==> src/hdl/json_string_unescape_utf8_unit_defines.svh <==
// Assertion macros shared by the unescape unit RTL files.
`ifndef JSON_STRING_UNESCAPE_UTF8_UNIT_DEFINES_SVH
`define JSON_STRING_UNESCAPE_UTF8_UNIT_DEFINES_SVH

`ifndef SYNTHESIS
// Same-cycle implication, checked out of reset.
`define JSU_ASSERT_IMPL(label, clk, rst_n, ante, cons) \
    label: assert property (@(posedge clk) disable iff (!rst_n) (ante) |-> (cons)) \
        else $error("jsu assertion failed");
// Next-cycle implication, checked out of reset.
`define JSU_ASSERT_NEXT(label, clk, rst_n, ante, cons) \
    label: assert property (@(posedge clk) disable iff (!rst_n) (ante) |=> (cons)) \
        else $error("jsu assertion failed");
`else
`define JSU_ASSERT_IMPL(label, clk, rst_n, ante, cons)
`define JSU_ASSERT_NEXT(label, clk, rst_n, ante, cons)
`endif

`endif

==> src/hdl/jsu_pkg.sv <==
// Shared types and constants of the JSON string unescape unit.
`timescale 1ns / 1ps
`default_nettype none
package jsu_pkg;

    // Depth of the request queue between parser and serializer.
    localparam int QUEUE_DEPTH = 4;
    localparam int QUEUE_AW    = $clog2(QUEUE_DEPTH);

    typedef enum logic [3:0] {
        ST_DATA       = 4'd0,
        ST_CLOSED     = 4'd1,
        ST_NO_QUOTE   = 4'd2,
        ST_BAD_ESC    = 4'd3,
        ST_BAD_HEX    = 4'd4,
        ST_TRUNCATED  = 4'd5,
        ST_BAD_PAIR   = 4'd6,
        ST_LONE_HALF  = 4'd7,
        ST_UNTERM     = 4'd8
    } status_t;

    typedef enum logic [2:0] {
        PH_WAIT    = 3'd0,
        PH_TEXT    = 3'd1,
        PH_ESC     = 3'd2,
        PH_HEX1    = 3'd3,
        PH_PAIR_BS = 3'd4,
        PH_PAIR_U  = 3'd5,
        PH_HEX2    = 3'd6
    } phase_t;

    typedef struct packed {
        logic [7:0] in_byte;
        logic       end_of_input;
    } in_t;

    typedef struct packed {
        logic [7:0] out_byte;
        logic [3:0] status;
        logic       last;
    } out_t;

    // One request: 1 to 4 result items produced by one input byte.
    typedef struct packed {
        logic [1:0]      last_idx;
        status_t         status;
        logic [3:0][7:0] bytes;
    } req_t;

endpackage
`default_nettype wire

==> src/hdl/json_string_unescape_utf8_unit.sv <==
// Top level of the JSON string unescape unit (parser, request queue, serializer).
// Usage:
//   Input channel (in_valid/in_ready/in_data) takes one raw document byte per
//   request, starting at the opening quote, or an end-of-input marker.
//   Output channel (out_valid/out_ready/out_data) gives decoded UTF-8 bytes
//   with status 0, or a single status item (closed or an error code).
// The last flag marks the final item caused by one input request; bytes that
//   cause nothing (backslash, opening quote, non-final hex digits) give none.
// Throughput: one input request per cycle while the queue has room. Output is
//   one item per cycle while out_ready is high; an escape that yields N bytes
//   holds the serializer till N are sent; a 4-byte pair comes from 12 input bytes.
// Path: a taken input request is written into the queue; the serializer then
//   loads its first item into the output register, which drives out_data.
// Stalls: when out_ready is low the output register holds; the 4-entry
//   request queue fills, and only then in_ready drops.
// Reset: rst_n clears parser state (waiting for an opening quote), empties
//   the queue and drops out_valid.
`timescale 1ns / 1ps
`default_nettype none
module json_string_unescape_utf8_unit
    import jsu_pkg::*;
(
    input  wire logic clk,
    input  wire logic rst_n,
    input  wire logic in_valid,
    output logic      in_ready,
    input  wire in_t  in_data,
    output logic      out_valid,
    input  wire logic out_ready,
    output out_t      out_data
);

    logic push;
    req_t push_req;
    logic q_full;
    logic pop;
    req_t head;
    logic q_empty;

    // Parser: classifies each byte and builds a result request.
    jsu_front u_front (
        .clk      (clk),
        .rst_n    (rst_n),
        .in_valid (in_valid),
        .in_ready (in_ready),
        .in_data  (in_data),
        .q_full   (q_full),
        .push     (push),
        .push_req (push_req)
    );

    // Decouples parsing from output backpressure.
    jsu_queue u_queue (
        .clk      (clk),
        .rst_n    (rst_n),
        .push     (push),
        .push_req (push_req),
        .full     (q_full),
        .pop      (pop),
        .head     (head),
        .empty    (q_empty)
    );

    // Serializer: one item per cycle from the queue head while out_ready is high.
    jsu_back u_back (
        .clk       (clk),
        .rst_n     (rst_n),
        .head      (head),
        .empty     (q_empty),
        .pop       (pop),
        .out_valid (out_valid),
        .out_ready (out_ready),
        .out_data  (out_data)
    );

endmodule
`default_nettype wire

==> src/hdl/jsu_front.sv <==
// Parser front end: accepts input bytes and turns them into result requests.
`timescale 1ns / 1ps
`default_nettype none
module jsu_front
    import jsu_pkg::*;
(
    input  wire logic clk,
    input  wire logic rst_n,
    input  wire logic in_valid,
    output logic      in_ready,
    input  wire in_t  in_data,
    input  wire logic q_full,
    output logic      push,
    output req_t      push_req
);

    localparam logic [7:0] CH_QUOTE  = 8'h22;
    localparam logic [7:0] CH_BSLASH = 8'h5C;
    localparam logic [7:0] CH_SLASH  = 8'h2F;
    localparam logic [7:0] CH_B      = 8'h62;
    localparam logic [7:0] CH_F      = 8'h66;
    localparam logic [7:0] CH_N      = 8'h6E;
    localparam logic [7:0] CH_R      = 8'h72;
    localparam logic [7:0] CH_T      = 8'h74;
    localparam logic [7:0] CH_U      = 8'h75;

    // {valid, value}
    function automatic logic [4:0] hex_digit(input logic [7:0] c);
        logic [4:0] r;
        r = 5'b0;
        if (c >= 8'h30 && c <= 8'h39)
        begin
            r = {1'b1, c[3:0]};
        end
        else if (c >= 8'h61 && c <= 8'h66)
        begin
            r = {1'b1, 4'(c - 8'h57)};
        end
        else if (c >= 8'h41 && c <= 8'h46)
        begin
            r = {1'b1, 4'(c - 8'h37)};
        end
        return r;
    endfunction

    function automatic req_t status_req(input status_t s);
        req_t r;
        r.last_idx = 2'd0;
        r.status   = s;
        r.bytes    = '0;
        return r;
    endfunction

    function automatic req_t byte_req(input logic [7:0] b);
        req_t r;
        r          = status_req(ST_DATA);
        r.bytes[0] = b;
        return r;
    endfunction

    function automatic req_t utf8_req(input logic [20:0] cp);
        req_t r;
        r = status_req(ST_DATA);
        if (cp < 21'h80)
        begin
            r.bytes[0] = cp[7:0];
        end
        else if (cp < 21'h800)
        begin
            r.last_idx = 2'd1;
            r.bytes[0] = {3'b110, cp[10:6]};
            r.bytes[1] = {2'b10, cp[5:0]};
        end
        else if (cp < 21'h10000)
        begin
            r.last_idx = 2'd2;
            r.bytes[0] = {4'b1110, cp[15:12]};
            r.bytes[1] = {2'b10, cp[11:6]};
            r.bytes[2] = {2'b10, cp[5:0]};
        end
        else
        begin
            r.last_idx = 2'd3;
            r.bytes[0] = {5'b11110, cp[20:18]};
            r.bytes[1] = {2'b10, cp[17:12]};
            r.bytes[2] = {2'b10, cp[11:6]};
            r.bytes[3] = {2'b10, cp[5:0]};
        end
        return r;
    endfunction

    phase_t      phase_reg, phase_next;
    logic [15:0] hex_value_reg, hex_value_next;
    logic [1:0]  hex_count_reg, hex_count_next;
    logic [9:0]  high_half_reg, high_half_next;

    logic        accept;
    logic [4:0]  dig;
    logic [15:0] hv_shift;
    logic        hex_done;
    logic [10:0] plane;
    logic [7:0]  b;

    assign in_ready = !q_full;
    assign accept   = in_valid && in_ready;
    assign b        = in_data.in_byte;
    assign dig      = hex_digit(b);
    assign hv_shift = {hex_value_reg[11:0], dig[3:0]};
    assign hex_done = (hex_count_reg == 2'd3);
    // Supplementary plane from the high half: 0x10000 >> 10 is 64.
    assign plane    = {1'b0, high_half_reg} + 11'd64;

    always_ff @(posedge clk or negedge rst_n)
    begin
        if (!rst_n)
        begin
            phase_reg     <= PH_WAIT;
            hex_value_reg <= '0;
            hex_count_reg <= '0;
            high_half_reg <= '0;
        end
        else
        begin
            phase_reg     <= phase_next;
            hex_value_reg <= hex_value_next;
            hex_count_reg <= hex_count_next;
            high_half_reg <= high_half_next;
        end
    end

    always_comb
    begin
        phase_next     = phase_reg;
        hex_value_next = hex_value_reg;
        hex_count_next = hex_count_reg;
        high_half_next = high_half_reg;
        push           = 1'b0;
        push_req       = status_req(ST_DATA);

        if (accept && in_data.end_of_input)
        begin
            phase_next = PH_WAIT;
            case (phase_reg)
                PH_TEXT, PH_ESC:
                begin
                    push     = 1'b1;
                    push_req = status_req(ST_UNTERM);
                end
                PH_HEX1, PH_HEX2:
                begin
                    push     = 1'b1;
                    push_req = status_req(ST_TRUNCATED);
                end
                PH_PAIR_BS, PH_PAIR_U:
                begin
                    push     = 1'b1;
                    push_req = status_req(ST_LONE_HALF);
                end
                default:
                begin
                end
            endcase
        end
        else if (accept)
        begin
            case (phase_reg)
                PH_TEXT:
                begin
                    if (b == CH_QUOTE)
                    begin
                        push       = 1'b1;
                        push_req   = status_req(ST_CLOSED);
                        phase_next = PH_WAIT;
                    end
                    else if (b == CH_BSLASH)
                    begin
                        phase_next = PH_ESC;
                    end
                    else
                    begin
                        push     = 1'b1;
                        push_req = byte_req(b);
                    end
                end
                PH_ESC:
                begin
                    phase_next = PH_TEXT;
                    push       = 1'b1;
                    case (b)
                        CH_QUOTE, CH_BSLASH, CH_SLASH: push_req = byte_req(b);
                        CH_B: push_req = byte_req(8'h08);
                        CH_F: push_req = byte_req(8'h0C);
                        CH_N: push_req = byte_req(8'h0A);
                        CH_R: push_req = byte_req(8'h0D);
                        CH_T: push_req = byte_req(8'h09);
                        CH_U:
                        begin
                            push           = 1'b0;
                            hex_value_next = '0;
                            hex_count_next = '0;
                            phase_next     = PH_HEX1;
                        end
                        default:
                        begin
                            push_req   = status_req(ST_BAD_ESC);
                            phase_next = PH_WAIT;
                        end
                    endcase
                end
                PH_HEX1, PH_HEX2:
                begin
                    if (!dig[4])
                    begin
                        push       = 1'b1;
                        push_req   = status_req(ST_BAD_HEX);
                        phase_next = PH_WAIT;
                    end
                    else
                    begin
                        hex_value_next = hv_shift;
                        hex_count_next = hex_done ? 2'd0 : hex_count_reg + 2'd1;
                        if (hex_done && phase_reg == PH_HEX1)
                        begin
                            if (hv_shift[15:10] == 6'b110110)
                            begin
                                high_half_next = hv_shift[9:0];
                                phase_next     = PH_PAIR_BS;
                            end
                            else if (hv_shift[15:10] == 6'b110111)
                            begin
                                push       = 1'b1;
                                push_req   = status_req(ST_LONE_HALF);
                                phase_next = PH_WAIT;
                            end
                            else
                            begin
                                push       = 1'b1;
                                push_req   = utf8_req({5'd0, hv_shift});
                                phase_next = PH_TEXT;
                            end
                        end
                        else if (hex_done)
                        begin
                            push = 1'b1;
                            if (hv_shift[15:10] != 6'b110111)
                            begin
                                push_req   = status_req(ST_BAD_PAIR);
                                phase_next = PH_WAIT;
                            end
                            else
                            begin
                                push_req   = utf8_req({plane, hv_shift[9:0]});
                                phase_next = PH_TEXT;
                            end
                        end
                    end
                end
                PH_PAIR_BS:
                begin
                    if (b == CH_BSLASH)
                    begin
                        phase_next = PH_PAIR_U;
                    end
                    else
                    begin
                        push       = 1'b1;
                        push_req   = status_req(ST_LONE_HALF);
                        phase_next = PH_WAIT;
                    end
                end
                PH_PAIR_U:
                begin
                    if (b == CH_U)
                    begin
                        hex_value_next = '0;
                        hex_count_next = '0;
                        phase_next     = PH_HEX2;
                    end
                    else
                    begin
                        push       = 1'b1;
                        push_req   = status_req(ST_LONE_HALF);
                        phase_next = PH_WAIT;
                    end
                end
                default:
                begin
                    if (b == CH_QUOTE)
                    begin
                        phase_next = PH_TEXT;
                    end
                    else
                    begin
                        push       = 1'b1;
                        push_req   = status_req(ST_NO_QUOTE);
                        phase_next = PH_WAIT;
                    end
                end
            endcase
        end
    end

endmodule
`default_nettype wire

==> src/hdl/jsu_queue.sv <==
// Short request queue between the parser and the output serializer.
`timescale 1ns / 1ps
`default_nettype none
`include "json_string_unescape_utf8_unit_defines.svh"
module jsu_queue
    import jsu_pkg::*;
(
    input  wire logic clk,
    input  wire logic rst_n,
    input  wire logic push,
    input  wire req_t push_req,
    output logic      full,
    input  wire logic pop,
    output req_t      head,
    output logic      empty
);

    req_t                q_reg [QUEUE_DEPTH];
    logic [QUEUE_AW-1:0] wr_ptr_reg, wr_ptr_next;
    logic [QUEUE_AW-1:0] rd_ptr_reg, rd_ptr_next;
    logic [QUEUE_AW:0]   count_reg, count_next;

    assign full  = (count_reg == (QUEUE_AW + 1)'(QUEUE_DEPTH));
    assign empty = (count_reg == '0);
    assign head  = q_reg[rd_ptr_reg];

    always_comb
    begin
        wr_ptr_next = push ? wr_ptr_reg + 1'b1 : wr_ptr_reg;
        rd_ptr_next = pop ? rd_ptr_reg + 1'b1 : rd_ptr_reg;
        count_next  = count_reg + (QUEUE_AW + 1)'(push) - (QUEUE_AW + 1)'(pop);
    end

    always_ff @(posedge clk or negedge rst_n)
    begin
        if (!rst_n)
        begin
            wr_ptr_reg <= '0;
            rd_ptr_reg <= '0;
            count_reg  <= '0;
        end
        else
        begin
            wr_ptr_reg <= wr_ptr_next;
            rd_ptr_reg <= rd_ptr_next;
            count_reg  <= count_next;
        end
    end

    always_ff @(posedge clk)
    begin
        if (push)
        begin
            q_reg[wr_ptr_reg] <= push_req;
        end
    end

    `JSU_ASSERT_IMPL(a_no_push_full, clk, rst_n, full, !push)
    `JSU_ASSERT_IMPL(a_no_pop_empty, clk, rst_n, empty, !pop)
    `JSU_ASSERT_IMPL(a_ptr_gap, clk, rst_n, !full && !empty,
        wr_ptr_reg != rd_ptr_reg)
    `JSU_ASSERT_NEXT(a_count_step, clk, rst_n, push && !pop,
        count_reg == $past(count_reg) + 1'b1)

endmodule
`default_nettype wire

==> src/hdl/jsu_back.sv <==
// Serializer back end: walks each request and drives the output register.
`timescale 1ns / 1ps
`default_nettype none
`include "json_string_unescape_utf8_unit_defines.svh"
module jsu_back
    import jsu_pkg::*;
(
    input  wire logic clk,
    input  wire logic rst_n,
    input  wire req_t head,
    input  wire logic empty,
    output logic      pop,
    output logic      out_valid,
    input  wire logic out_ready,
    output out_t      out_data
);

    logic       out_valid_reg, out_valid_next;
    out_t       out_reg, out_next;
    logic [1:0] idx_reg, idx_next;
    logic       load;
    logic       head_last;

    assign load      = !out_valid_reg || out_ready;
    assign head_last = (idx_reg == head.last_idx);
    assign pop       = load && !empty && head_last;
    assign out_valid = out_valid_reg;
    assign out_data  = out_reg;

    always_comb
    begin
        out_valid_next    = out_valid_reg;
        idx_next          = idx_reg;
        out_next.out_byte = head.bytes[idx_reg];
        out_next.status   = head.status;
        out_next.last     = head_last;
        if (load)
        begin
            out_valid_next = !empty;
            if (!empty)
            begin
                idx_next = head_last ? 2'd0 : idx_reg + 2'd1;
            end
        end
    end

    always_ff @(posedge clk or negedge rst_n)
    begin
        if (!rst_n)
        begin
            out_valid_reg <= 1'b0;
            idx_reg       <= '0;
        end
        else
        begin
            out_valid_reg <= out_valid_next;
            idx_reg       <= idx_next;
        end
    end

    always_ff @(posedge clk)
    begin
        if (load)
        begin
            out_reg <= out_next;
        end
    end

    `JSU_ASSERT_IMPL(a_idx_bound, clk, rst_n, !empty, idx_reg <= head.last_idx)
    `JSU_ASSERT_IMPL(a_idx_idle, clk, rst_n, empty, idx_reg == 2'd0)
    `JSU_ASSERT_IMPL(a_status_alone, clk, rst_n,
        out_valid_reg && out_reg.status != ST_DATA,
        out_reg.last && out_reg.out_byte == 8'd0)

endmodule
`default_nettype wire
==> config.mk <==
export PLATFORM = sky130hd
export DESIGN_NAME = json_string_unescape_utf8_unit
export DESIGN_NICKNAME = d
export VERILOG_FILES = /design/src/hdl/jsu_pkg.sv /design/src/hdl/json_string_unescape_utf8_unit.sv /design/src/hdl/jsu_front.sv /design/src/hdl/jsu_queue.sv /design/src/hdl/jsu_back.sv
export VERILOG_INCLUDE_DIRS = /design/src /design/src/hdl
export SDC_FILE = /design/constraint.sdc
export NUM_CORES = 1
export LEC_CHECK = 0
export BUFFER_PORTS_ARGS = -buffer_cell sky130_fd_sc_hd__buf_2
export CORE_ASPECT_RATIO = 1.4
export CORE_MARGIN = 2
export CORE_UTILIZATION = 55
export DETAILED_ROUTE_END_ITERATION = 8
export PLACE_DENSITY = 0.76
export SLEW_MARGIN = 20
export SYNTH_ARGS = -nofsm -noshare
export SYNTH_HDL_FRONTEND = slang
export SYNTH_HIERARCHICAL = 1
export SYNTH_SLANG_ARGS = --single-unit
==> constraint.sdc <==
create_clock -name clk -period 3.73 [get_ports clk]
set_clock_uncertainty 0.05 [all_clocks]
set_input_delay 0.746 -clock clk [delete_from_list [all_inputs] [get_ports clk]]
set_output_delay 0.746 -clock clk [all_outputs]
set_load 0.02 [all_outputs]
==> results.md <==
* Maximum clock frequency at 324 MHz
* Outcome: complete, no violations
* Top cell type by total area after synthesis: edfxtp_1
* Vias per inst at between 6 and 7
* Crit. End Element: flop
* Hold buffer count at cts at 0
* Uppermost signal routing layer after detailed routing: met4
* Relative slew margins at 36.2%
* Post-Place Worst Slack at 0.190 ns
* Clock tree from TritonCTS: yes
* Number of nets in the layout at slightly below 800
* Starting utilization of the core area at 56.4%
* Crit path buf inv count at 4
* Cell class contributing the biggest share of worst-path delay: simple AND/OR/NAND/NOR gates
* Post-route worst setup slack at 0.641 ns
* GP Congestion at 0.967
* Proportion of total power due to net switching at between 20% and 30%
* Number of enable flip-flop cells after synthesis at 165
* Transition time at the pin with the least slew margin at 0.951 ns
* Area of the placeable core at 0.0175 mm²
* Share of layout cells above drive strength 1 at 20.4%
* Share of flip-flops with an asynchronous set or reset at 18.3%
* Critical Setup Path Class: in2reg
* Setup repair bufs after CTS at 0
* Top post-synthesis cells by area: edfxtp_1 (50%), mux4_2 (10%), dfrtp_1 (9.4%)
* Highest ir drop seen on vdd at 0.000290 V
* Yosys top cell area share at 50.3%
* Summed instance area of the synthesized netlist at 0.00985 mm²
* Die H at 162 µm
* Signed area change from the synthesized netlist to the final layout at 10.9%
* Overall die width at 117 µm
* Max-cap violations at 0
* Number of rows in the core area at 57
* Initial antenna violation count at 0
* Endpoint arrival time on the critical path at 3.19 ns
* Distinct cells, synth at 82
* Number of buffers created by CTS at 20
* Highest cell delay on the worst timing path at 0.38 ns
* Post-layout minimum cycle time at 3.09 ns
* Synth warnings at 6
* Resize count post-CTS at 0
* Most frequent cells after synthesis: edfxtp_1 (165), nand2_1 (55), mux4_2 (44), nor2_1 (41), dfrtp_1 (37)
* Endpoints failing setup at 0
* CP Cell Sequence: buf_2, inv_1, ha_1, nor3b_1, a311o_2, nand2_1, a221oi_1, nor2_1, o22ai_1, buf_4, and2_2, buf_12
* Most used flip-flop cell after synthesis: edfxtp_1
* WL met3 at 1390 µm
* Number of levels in the clock H-tree at 1
* Largest fanout of any net on the critical path at 38
* Post-Route WL at 23900 µm
* Via count of the first global-routing pass at 6650
* Vias post-DR at 6527
* Number of fill cells in the layout at 1257
* Avg Cell Area, Syn at 13.9 µm²
* Total global routing track utilization at 25.9%
* Final critical-path share of the clock period at between 80 and 90%
* Sequential share of power at between 40 and 50%
* Number of primary I/O pins at 28
* Half-perimeter wire length after detailed placement at 15900 µm
* Insertion delay to the later sink of the worst-skew pair at roughly 0.48 ns
* Data required time at the worst endpoint at 3.83 ns
* RSZ-0062 raised after global routing: no
* Total count of max-transition violations in the final report at 0
* Path class of the lowest-slack min-delay path: in2async
* Most common cell in the synthesized netlist: edfxtp_1
* Pre-antenna DRT Iters at 5
* Kind of launch point of the worst setup path: primary input
* Clock Power Share at 28.5%
* Flip-flop count of the largest register after layout at 152
* Post-synthesis sequential area ratio at 59.7%
* Met1 Wirelength at 9200 µm
* Number of DRC violations after detailed-routing iteration 0 at 716
* Clock tree sinks at 202
* Die footprint at between 0.015 and 0.02 mm²
* Post-synthesis sequential element count at 202
* Antenna diode count at 0
* Post-route DRC violation count at 0
* Internal cell power at 0.00504 W
* Power density relative to cell area at about 650 mW/mm²
* First-pass GRT wire length at ~37000 µm
* Clock Tree Root: clkbuf_16
* Grt ovf at 0
* Pin count of the biggest net entering global routing at 39
* Number of buffers on the longest clock path at 3
* Count of input and output buffers at 27
* Wire length per cell at 24.1 µm
* Static power due to leakage at around 3.8 nW
* Logic pwr share at 26.8%
* Number of hold violations in the final report at 0
* Clock-pin slew on the worst setup and hold paths at 0.06 ns
* Highest-delay cell along the critical path: nor3b_1
* Fin Setup TNS at 0 ns
* Number of routed nets with antenna violations at 0
* Total met2 wirelength after detailed routing at ~12000 µm
* Switching power summed over all nets at 0.00208 W
* Cell count after synthesis at between 700 and 800
cells in the final DEF, fill, tap and decap left out, types with 5 or more instances in the layout:
| cell type | netlist | layout |
|---|---|---|
| inv_1 | 19 | 19 |
| edfxtp_1 | 165 | 165 |
| buf_4 | 5 | 23 |
| a221oi_1 | 6 | 6 |
| nand2b_1 | 6 | 6 |
| xor2_1 | 5 | 5 |
| nor3b_1 | 6 | 6 |
| o21ai_0 | 35 | 35 |
| a22o_1 | 11 | 11 |
| buf_2 | 10 | 27 |
| nor2_1 | 41 | 41 |
| and2_1 | 15 | 11 |
| clkbuf_16 | 0 | 21 |
| nor4_1 | 9 | 9 |
| dfrtp_1 | 37 | 36 |
| nor2b_1 | 7 | 7 |
| ha_1 | 13 | 13 |
| or3_1 | 6 | 6 |
| mux4_2 | 44 | 44 |
| nor3_1 | 15 | 15 |
| mux2_2 | 6 | 6 |
| o21ai_1 | 8 | 8 |
| a22oi_1 | 6 | 6 |
| nand2_1 | 55 | 55 |
| nand3_1 | 14 | 14 |
| a21oi_1 | 36 | 36 |
cells by family after synthesis:
family / share of synthesized area (%)
multiplexers: 11.4
AO/OA/AOI/OAI: 11.4
AND/OR/NAND/NOR: 11.1
other: 0.0381
adder cells (fa/ha/maj): 1.85
XOR/XNOR: 0.877
buffers and inverters: 3.61
flip-flops: 59.7
power groups by stage:
stage / logic, W / registers [W] / clock network [W]
after floorplan: 0.00150 / 0.00314 / 0
after global placement: 0.00185 / 0.00318 / 0
after detailed placement: 0.00190 / 0.00322 / 0
after CTS: 0.00193 / 0.00319 / 0.00205
after global routing: 0.00205 / 0.00322 / 0.00213
final: 0.00191 / 0.00318 / 0.00203
through the flow:
step,area (µm²),hold WS [ns],util [%],instances,total power [W]
after floorplan,9860,0.400,-,713,0.00463
after global placement,10300,0.440,58.7,959,0.00503
after detailed placement,10300,0.441,58.7,959,0.00512
after CTS,10900,0.366,62.5,992,0.00716
after global routing,10900,0.408,62.5,992,0.00741
final,10900,0.329,62.5,992,0.00712
final timing paths:
kind / startpoint / endpoint / slack (ns) / cells after the start
worst max-delay path: in_data[1] / u_queue/q_reg[3][4] / 0.64 / 12
worst min-delay path: rst_n / u_back/out_valid / 0.33 / 1
worst max register to register: u_front/high_half_reg[5] / u_queue/q_reg[1][1] / 0.67 / 7
worst min register to register: u_front/hex_count_reg[1] / u_front/hex_count_reg[1] / 0.46 / 1
max in group asynchronous: rst_n / u_queue/rd_ptr_reg[0] / 2.69 / 1
min in group clk: u_front/hex_count_reg[1] / u_front/hex_count_reg[1] / 0.46 / 1
worst register-to-register path: cells and delay by family (launching register included):
family                 cells  cell delay, ns
and+or+nand+nor            4            1.27
AOI/OAI and AO/OA          2            0.81
DFF                        1            0.44
buffers and inverters      1            0.21
metal layers:
| layer | up-vias | GRT usage [%] |
|---|---|---|
| li1 | 2862 | - |
| met1 | 3273 | 33.7 |
| met2 | 320 | 45.1 |
| met3 | 72 | 2.72 |
| met4 | 0 | 8.56 |
| met5 | - | 0 |
cell type report:
class	instances	area, µm²	share of cell area (%)
Clock buffer	24	537	4.91
Clock inverter	9	124	1.13
Inverter	19	71.3	0.653
Multi-Input combinational cell	448	3630	33.2
Sequential cell	202	5880	53.8
Tap cell	236	295	2.70
Timing Repair Buffer	54	388	3.55
Power figures use the tool's default switching activity.
